## src/rtl/error_history_ring_log_defines.svh

```systemverilog
// assertion macros for the error history ring log rtl
`ifndef ERROR_HISTORY_RING_LOG_DEFINES_SVH
`define ERROR_HISTORY_RING_LOG_DEFINES_SVH

// same-cycle implication, checked out of reset
`define ERL_ASSERT_IMPL(label, ante, cons) \
   label: assert property (@(posedge clock) disable iff (reset) (ante) |-> (cons)) \
      else $error("error history ring log check failed");

// next-cycle implication, checked out of reset
`define ERL_ASSERT_NEXT(label, ante, cons) \
   label: assert property (@(posedge clock) disable iff (reset) (ante) |=> (cons)) \
      else $error("error history ring log check failed");

`endif

```

## src/rtl/erl_pkg.sv

```systemverilog
package erl_pkg;

   localparam int HISTORY_DEPTH = 16;
   localparam int IDX_W         = $clog2(HISTORY_DEPTH);
   localparam int CNT_W         = $clog2(HISTORY_DEPTH + 1);
   // wide enough for both the internal counts and the 5-bit result fields
   localparam int WIDE_W        = (CNT_W > 5) ? CNT_W : 5;

   localparam logic [2:0] SEV_CRITICAL = 3'd3;

   typedef enum logic [1:0] {
      CMD_RECORD = 2'd0,
      CMD_READ   = 2'd1,
      CMD_CLEAR  = 2'd2,
      CMD_COUNT  = 2'd3
   } command_type;

   typedef enum logic {
      ST_IDLE,
      ST_COUNT
   } state_type;

   // one history record, 59 bits
   typedef struct packed {
      logic [7:0]  code;
      logic [2:0]  severity;
      logic [31:0] stamp;
      logic [15:0] line;
   } entry_type;

   // move controls broadcast to every cell
   typedef struct packed {
      logic shift;
      logic rotate;
   } cell_ctrl_type;

endpackage

```

## src/rtl/error_history_ring_log.sv

```systemverilog
// channel | direction | beat contents
// req     | in        | command, error code, severity, source line, entry index, time
// rsp     | out       | read entry, newest code, held count, counters, matches, elapsed time
//
// record, read and clear: accepted beat gives its rsp beat in the next cycle
// count severity: one cell tapped per cycle as the row rotates, rsp beat registered
// once the last cell has been tapped
// one item at a time: req is stalled while an item is in work or its rsp beat waits,
// the next req beat can be taken in the cycle after the rsp beat is taken
// reset (synchronous) empties the history and zeroes the history counters
`include "error_history_ring_log_defines.svh"

module error_history_ring_log (
   input  logic        clock,
   input  logic        reset,
   input  logic        req_valid,
   output logic        req_stall,
   input  logic [1:0]  req_command,
   input  logic [7:0]  req_error_code,
   input  logic [2:0]  req_severity_level,
   input  logic [15:0] req_source_line,
   input  logic [3:0]  req_entry_index,
   input  logic [31:0] req_now_ms,
   output logic        rsp_valid,
   input  logic        rsp_stall,
   output logic        rsp_entry_valid,
   output logic [7:0]  rsp_entry_code,
   output logic [2:0]  rsp_entry_severity,
   output logic [31:0] rsp_entry_time,
   output logic [15:0] rsp_entry_line,
   output logic [7:0]  rsp_newest_code,
   output logic [4:0]  rsp_held_entries,
   output logic [31:0] rsp_lifetime_errors,
   output logic [31:0] rsp_critical_errors,
   output logic [4:0]  rsp_severity_matches,
   output logic [31:0] rsp_since_last_ms
);
   import erl_pkg::*;

   // cell 0 holds the newest record, cell held-1 the oldest
   entry_type     cell_q [HISTORY_DEPTH];
   entry_type     new_entry;
   cell_ctrl_type cell_ctrl;

   // control state
   state_type         state_ff, state_in;
   logic [IDX_W-1:0]  step_ff, step_in;
   logic [CNT_W-1:0]  held_ff, held_in;
   logic [31:0]       total_ff, total_in;
   logic [31:0]       crit_ff, crit_in;
   logic [31:0]       last_ff, last_in;
   logic              rsp_valid_ff, rsp_valid_in;

   // payload and count working registers
   logic [2:0]        count_sev_ff, count_sev_in;
   logic [CNT_W-1:0]  matches_ff, matches_in;
   entry_type         rsp_entry_ff, rsp_entry_in;
   logic              rsp_entry_valid_ff, rsp_entry_valid_in;
   logic [7:0]        rsp_newest_ff, rsp_newest_in;
   logic [4:0]        rsp_held_ff, rsp_held_in;
   logic [31:0]       rsp_total_ff, rsp_total_in;
   logic [31:0]       rsp_crit_ff, rsp_crit_in;
   logic [31:0]       rsp_since_ff, rsp_since_in;

   command_type       cmd;
   logic              accept;
   logic              rec_hit;
   logic [WIDE_W-1:0] held_wide;
   logic [WIDE_W-1:0] held_in_wide;
   logic [WIDE_W-1:0] matches_wide;
   logic              rd_valid;
   logic [CNT_W-1:0]  rd_pos;
   logic [IDX_W-1:0]  rd_slot;
   entry_type         rd_entry;
   logic              step_last;
   logic              count_hit;

   // ---------------------------------------------------------------- cell row
   assign new_entry = '{code: req_error_code, severity: req_severity_level,
                        stamp: req_now_ms, line: req_source_line};

   assign cell_ctrl.shift  = rec_hit;
   assign cell_ctrl.rotate = (state_ff == ST_COUNT);

   for (genvar i = 0; i < HISTORY_DEPTH; i++) begin : g_cell
      entry_type newer_src;
      entry_type older_src;
      if (i == 0) begin : g_head
         assign newer_src = new_entry;
      end else begin : g_body
         assign newer_src = cell_q[i-1];
      end
      // the oldest end wraps back to the head so a full rotation restores order
      if (i == HISTORY_DEPTH - 1) begin : g_tail
         assign older_src = cell_q[0];
      end else begin : g_inner
         assign older_src = cell_q[i+1];
      end
      erl_cell u_cell (
         .clock      (clock),
         .ctrl       (cell_ctrl),
         .from_newer (newer_src),
         .from_older (older_src),
         .entry      (cell_q[i])
      );
   end

   // ---------------------------------------------------------------- decode
   assign cmd     = command_type'(req_command);
   assign req_stall = (state_ff != ST_IDLE) || rsp_valid_ff;
   assign accept  = req_valid && !req_stall;
   // a zero code is not an error and leaves the history and counters alone
   assign rec_hit = accept && (cmd == CMD_RECORD) && (req_error_code != 8'd0);

   assign held_wide    = WIDE_W'(held_ff);
   assign held_in_wide = WIDE_W'(held_in);
   assign matches_wide = WIDE_W'(matches_ff);

   // logical index 0 is the oldest, which sits at cell held-1
   assign rd_valid = WIDE_W'(req_entry_index) < held_wide;
   assign rd_pos   = held_ff - CNT_W'(1) - CNT_W'(req_entry_index);
   assign rd_slot  = rd_pos[IDX_W-1:0];
   assign rd_entry = cell_q[rd_slot];

   // during a count, cell 0 holds the record that started at cell step
   assign step_last = (step_ff == IDX_W'(HISTORY_DEPTH - 1));
   assign count_hit = (WIDE_W'(step_ff) < held_wide) &&
                      (cell_q[0].severity == count_sev_ff);

   // ---------------------------------------------------------------- history counters
   always_comb begin
      held_in  = held_ff;
      total_in = total_ff;
      crit_in  = crit_ff;
      last_in  = last_ff;
      if (rec_hit) begin
         if (held_ff != CNT_W'(HISTORY_DEPTH)) begin
            held_in = held_ff + CNT_W'(1);
         end
         total_in = total_ff + 32'd1;
         last_in  = req_now_ms;
         if (req_severity_level >= SEV_CRITICAL) begin
            crit_in = crit_ff + 32'd1;
         end
      end else if (accept && (cmd == CMD_CLEAR)) begin
         // lifetime counters survive a clear
         held_in = '0;
      end
   end

   // ---------------------------------------------------------------- sequencer
   always_comb begin
      state_in           = state_ff;
      step_in            = step_ff;
      matches_in         = matches_ff;
      count_sev_in       = count_sev_ff;
      rsp_valid_in       = rsp_valid_ff && rsp_stall;
      rsp_entry_in       = rsp_entry_ff;
      rsp_entry_valid_in = rsp_entry_valid_ff;
      rsp_newest_in      = rsp_newest_ff;
      rsp_held_in        = rsp_held_ff;
      rsp_total_in       = rsp_total_ff;
      rsp_crit_in        = rsp_crit_ff;
      rsp_since_in       = rsp_since_ff;
      unique case (state_ff)
         ST_IDLE: begin
            if (accept) begin
               // status fields are taken after this item's update
               rsp_entry_valid_in = (cmd == CMD_READ) && rd_valid;
               rsp_entry_in       = rsp_entry_valid_in ? rd_entry : '0;
               if (rec_hit) begin
                  rsp_newest_in = req_error_code;
               end else if ((cmd != CMD_CLEAR) && (held_ff != '0)) begin
                  rsp_newest_in = cell_q[0].code;
               end else begin
                  rsp_newest_in = 8'd0;
               end
               rsp_held_in  = held_in_wide[4:0];
               rsp_total_in = total_in;
               rsp_crit_in  = crit_in;
               // a zero last time means no error seen yet
               rsp_since_in = (last_in == 32'd0) ? req_now_ms : (req_now_ms - last_in);
               matches_in   = '0;
               if (cmd == CMD_COUNT) begin
                  state_in     = ST_COUNT;
                  step_in      = '0;
                  count_sev_in = req_severity_level;
               end else begin
                  rsp_valid_in = 1'b1;
               end
            end
         end
         ST_COUNT: begin
            step_in    = step_ff + IDX_W'(1);
            matches_in = matches_ff + CNT_W'(count_hit);
            if (step_last) begin
               state_in     = ST_IDLE;
               rsp_valid_in = 1'b1;
            end
         end
         default: begin
            state_in = ST_IDLE;
         end
      endcase
   end

   always_ff @(posedge clock) begin
      if (reset) begin
         state_ff     <= ST_IDLE;
         step_ff      <= '0;
         held_ff      <= '0;
         total_ff     <= '0;
         crit_ff      <= '0;
         last_ff      <= '0;
         rsp_valid_ff <= 1'b0;
      end else begin
         state_ff     <= state_in;
         step_ff      <= step_in;
         held_ff      <= held_in;
         total_ff     <= total_in;
         crit_ff      <= crit_in;
         last_ff      <= last_in;
         rsp_valid_ff <= rsp_valid_in;
      end
   end

   // payload registers need no reset
   always_ff @(posedge clock) begin
      count_sev_ff       <= count_sev_in;
      matches_ff         <= matches_in;
      rsp_entry_ff       <= rsp_entry_in;
      rsp_entry_valid_ff <= rsp_entry_valid_in;
      rsp_newest_ff      <= rsp_newest_in;
      rsp_held_ff        <= rsp_held_in;
      rsp_total_ff       <= rsp_total_in;
      rsp_crit_ff        <= rsp_crit_in;
      rsp_since_ff       <= rsp_since_in;
   end

   // ---------------------------------------------------------------- outputs
   assign rsp_valid            = rsp_valid_ff;
   assign rsp_entry_valid      = rsp_entry_valid_ff;
   assign rsp_entry_code       = rsp_entry_ff.code;
   assign rsp_entry_severity   = rsp_entry_ff.severity;
   assign rsp_entry_time       = rsp_entry_ff.stamp;
   assign rsp_entry_line       = rsp_entry_ff.line;
   assign rsp_newest_code      = rsp_newest_ff;
   assign rsp_held_entries     = rsp_held_ff;
   assign rsp_lifetime_errors  = rsp_total_ff;
   assign rsp_critical_errors  = rsp_crit_ff;
   assign rsp_severity_matches = matches_wide[4:0];
   assign rsp_since_last_ms    = rsp_since_ff;

   // ---------------------------------------------------------------- checks
   `ERL_ASSERT_IMPL(a_held_bound, 1'b1, held_ff <= CNT_W'(HISTORY_DEPTH))
   `ERL_ASSERT_IMPL(a_count_no_rsp, state_ff == ST_COUNT, !rsp_valid_ff)
   `ERL_ASSERT_NEXT(a_count_done, (state_ff == ST_COUNT) && step_last, rsp_valid_ff && (state_ff == ST_IDLE))
   `ERL_ASSERT_NEXT(a_clear_empty, accept && (cmd == CMD_CLEAR), held_ff == '0)
   `ERL_ASSERT_NEXT(a_total_bump, rec_hit, total_ff == ($past(total_ff) + 32'd1))

endmodule

```

## src/rtl/erl_cell.sv

```systemverilog
module erl_cell (
   input  logic                  clock,
   input  erl_pkg::cell_ctrl_type ctrl,
   input  erl_pkg::entry_type    from_newer,
   input  erl_pkg::entry_type    from_older,
   output erl_pkg::entry_type    entry
);
   import erl_pkg::*;

   entry_type entry_ff;
   entry_type entry_in;

   // shift ages the row by one, rotate walks it for a count
   always_comb begin
      priority if (ctrl.shift) begin
         entry_in = from_newer;
      end else if (ctrl.rotate) begin
         entry_in = from_older;
      end else begin
         entry_in = entry_ff;
      end
   end

   always_ff @(posedge clock) begin
      entry_ff <= entry_in;
   end

   assign entry = entry_ff;

endmodule
```

## config.mk

```make
export PLATFORM = sky130hd
export DESIGN_NAME = error_history_ring_log
export DESIGN_NICKNAME = d
export VERILOG_FILES = /design/src/rtl/erl_pkg.sv /design/src/rtl/error_history_ring_log.sv /design/src/rtl/erl_cell.sv
export VERILOG_INCLUDE_DIRS = /design/src /design/src/rtl
export SDC_FILE = /design/constraint.sdc
export NUM_CORES = 2
export LEC_CHECK = 0
export ABC_AREA = 1
export BUFFER_PORTS_ARGS = -buffer_cell sky130_fd_sc_hd__buf_2
export CORE_ASPECT_RATIO = 1.4
export CORE_MARGIN = 1
export CORE_UTILIZATION = 50
export CTS_BUF_LIST = sky130_fd_sc_hd__clkbuf_16
export DETAILED_ROUTE_END_ITERATION = 10
export PLACE_DENSITY = 0.65
export REMOVE_ABC_BUFFERS = 1
export SLEW_MARGIN = 20
export SYNTH_ARGS = -nofsm -noshare
export SYNTH_HDL_FRONTEND = slang
export SYNTH_SLANG_ARGS = --single-unit
export TNS_END_PERCENT = 50
```

## constraint.sdc

```tcl
create_clock -name clock -period 30.2 [get_ports clock]
set_clock_uncertainty 0.15 [all_clocks]
set_input_delay 3.02 -clock clock [delete_from_list [all_inputs] [get_ports clock]]
set_output_delay 3.02 -clock clock [all_outputs]
set_load 0.1 [all_outputs]
```

==> impl_metrics.json <==
{
  "status": "finished, final reports clean",
  "cts_resized": 0,
  "antenna_found_initial": 14,
  "synth_seq_cells": 1228,
  "leakagePower_nw": 27.3,
  "fmax_mhz": 126,
  "yosysTopAreaCell": "edfxtp_1",
  "arrival_ns": 8.23,
  "synth_seq_area_share_pct": 58.3,
  "cp_top_family": "buffers and inverters",
  "grt_util_all_layers_pct": 25.0,
  "regArea_mm2": 0.0358,
  "ir_drop_mv": 0.0649,
  "viasPerCell": 5.60,
  "final_common_cell": "nand2_1",
  "drt-total-wl_mm": 157,
  "coreArea_mm2": 0.121,
  "setup_viol": 0,
  "most-common-layout-cells": "nand2_1, o21ai_0, edfxtp_1, inv_1, a21oi_1",
  "syn_area_mm2": 0.0614,
  "die_w_um": 298,
  "clk_pin_slew_ns": 0.06,
  "finalWorstSetupSlack_ns": 22.29,
  "cts.htree.levels": 4,
  "startpoint_type": "input pin",
  "nFillCells": 11000,
  "tightest_slew_ns": 1.22,
  "final_nets": 6967,
  "power_density_mw_per_mm2": 70.5,
  "slew_viol_final": 0,
  "via_count": 48000,
  "synth_edf_count": 1121,
  "io_buffers": 244,
  "synth_area_per_cell_um2": 8.92,
  "rsz0062_at_grt": "false",
  "p_int_w": 0.00328,
  "rows": 151,
  "use_met2_pct": 40.2,
  "crit_type": "input pin to register",
  "cp-end-kind": "register",
  "path_cells": "buf_2, inv_1, nand2_1, nor2_1, nand2_1, nand2_8, buf_12, buf_4, o21ai_1, nor4_1, nand2_1, nor2_1, nand2_2, inv_2, o21ai_1",
  "finalCritPeriodShare_pct": 26.2,
  "async_reset_ff_share_pct": 0,
  "max_slew_margin_pct": 18.6,
  "die_h_um": 417,
  "dr.pass1.iters": 6,
  "max_stage_delay_ns": 0.80,
  "maxCapViolations": 0,
  "yosys.area.top_type_share_pct": 54.8,
  "cts_tree": "yes",
  "finalHoldViolCount": 0,
  "cts_sinks": 1228,
  "initial_utilization_pct": 50.6,
  "worstPathRequired_ns": 30.52,
  "use_met3_pct": 4.68,
  "postCtsSetupBuffers": 0,
  "grt_pass1_vias": 45900,
  "top_usage_layer": "met2",
  "grt_pass1_wl_mm": 249,
  "cts_buffer_depth": 3,
  "layout-drive-gt1-share_pct": 7.27,
  "r2r_slack_ns": 24.16,
  "ys_warn_count": 0,
  "drt.antenna.violating_nets": 0,
  "final.min_clock_period_ns": 7.91,
  "routedWlPerCell_um": 18.3,
  "pwr-share-clk_pct": 33.3,
  "clk_latency_ns": 0.76,
  "area_delta_synth_final_pct": 9.97,
  "route.detailed.drc": 0,
  "cp_max_fo": 192,
  "netlist_instances": 6883,
  "fp.dieArea_mm2": 0.124,
  "ys_types": 49,
  "critPathSlowestCell": "buf_4",
  "synth_ff_type": "edfxtp_1",
  "p_seq_share_pct": 47.8,
  "grt-ovfl-total": 0,
  "postCtsHoldBufs": 0,
  "pwr-share-comb_pct": 18.9,
  "ys_top_cells_by_area": "edfxtp_1, o21ai_0, nand2_1",
  "fin_setup_tns_ns": 0,
  "grt_max_degree": 277,
  "critPathBufInv": 5,
  "switchingPower_w": 0.00148,
  "io_pins": 245,
  "dpl_worst_slack_ns": 21.55,
  "hold_class": "register to register",
  "cpMostUsedCell": "nand2_1",
  "met1_usage_pct": 34.7,
  "drtIter0Drc": 4303,
  "cts_root_buf": "clkbuf_16",
  "dp.final_hpwl_mm": 92.9,
  "gp_congestion": 0.935,
  "cts_buffers": 130,
  "p_sw_share_pct": 31.0,
  "multi_input_area_mm2": 0.0208
}
area by class of cell:
cell class / instances / share of cell area, %
Sequential cell: 1228 / 53.0
Multi-Input combinational cell: 4400 / 30.8
Clock buffer: 134 / 4.97
Inverter: 813 / 4.57
Tap cell: 1606 / 2.98
Timing Repair Buffer: 294 / 2.49
Clock inverter: 95 / 1.13
Antenna cell: 2 / 0.00741
per-layer routing:
| layer | up-vias | part of all wire, % |
|---|---|---|
| li1 | 23300 | - |
| met1 | 23000 | 44 |
| met2 | 1447 | 47 |
| met3 | 234 | 6.9 |
| met4 | 12 | 2.1 |
| met5 | - | 0.047 |
sequential cells by signal, summed over array words and instances (netlist names), 4 cells and up:
| signal | flops |
|---|---|
| rsp_entry_time | 32 |
| rsp_newest_code | 8 |
| held_ff | 5 |
| total_ff | 32 |
| g_cell.u_cell.entry | 944 |
| rsp_since_last_ms | 32 |
| rsp_entry_line | 16 |
| rsp_entry_code | 8 |
| rsp_critical_errors | 32 |
| step_ff | 4 |
| last_ff | 32 |
| rsp_held_entries | 5 |
| rsp_severity_matches | 5 |
| crit_ff | 32 |
| rsp_lifetime_errors | 32 |
synthesized netlist by cell type (2+ instances only):
cell type and count:
nor2_1 284, fa_1 2, nand2_1 1634, o21ai_1 37
a21boi_0 4, nor2_2 5, o22ai_1 8, buf_6 6
a31oi_1 60, buf_2 41, ha_1 29, nand4_1 25
nor4_1 22, nor3_1 38, nand2_4 2, edfxtp_1 1121
or2_2 6, o31ai_1 2, a21oi_1 412, dfxtp_1 107
nand3_1 168, inv_2 8, o21bai_1 8, and2_1 14
nand3b_1 5, xnor2_1 14, o21a_1 2, nor2_4 3
clkbuf_1 368, nor3_2 3, o211ai_1 119, inv_1 804
o221ai_1 2, buf_1 23, buf_4 4, a211oi_1 3
xor2_1 48, o21ai_0 1431
power by group through the flow:
stage	registers (W)	clock network, W	logic [W]
5_1_grt	0.00230	0.00168	0.00100
2_1_floorplan	0.00266	0	0.000544
3_3_place_gp	0.00230	0	0.000886
4_1_cts	0.00227	0.00162	0.000904
3_5_place_dp	0.00230	0	0.000901
6_report	0.00227	0.00158	0.000901
final timing paths:
path	startpoint	to	cells after the start
worst max register to register	state_ff	rsp_since_last_ms[16]	14
worst min register to register	rsp_valid	rsp_valid	2
worst max-delay path	req_error_code[0]	rsp_since_last_ms[16]	15
worst min-delay path	rsp_valid	rsp_valid	2
logic make-up after synthesis:
| kind of cell | count (synthesis) | share of synthesized area [%] |
|---|---|---|
| buffers and inverters | 1255 | 7.86 |
| AO/OA/AOI/OAI | 2089 | 17.8 |
| adder cells (fa/ha/maj) | 31 | 0.656 |
| flip-flops | 1228 | 58.3 |
| AND/OR/NAND/NOR | 2217 | 14.5 |
| XOR/XNOR | 63 | 0.911 |
tightest hold or removal path, stage by stage, from the launching register on:
cell,delay [ns]
dfxtp_1,0.32
nand2_1,0.06
a21oi_1,0.05
per-stage QoR:
| stage | area (µm²) | hold slack, ns | power [W] | utilization [%] | cells |
|---|---|---|---|---|---|
| 3_3_place_gp | 63400 | 0.319 | 0.00319 | 52.2 | 8341 |
| 2_1_floorplan | 59600 | 0.302 | 0.00320 | - | 6441 |
| 4_1_cts | 67500 | 0.325 | 0.00480 | 55.6 | 8570 |
| 5_1_grt | 67500 | 0.357 | 0.00498 | 55.6 | 8570 |
| 6_report | 67500 | 0.326 | 0.00476 | 55.6 | 8572 |
| 3_5_place_dp | 63400 | 0.308 | 0.00320 | 52.2 | 8341 |
No activity file was read; power rests on OpenSTA's default activity.
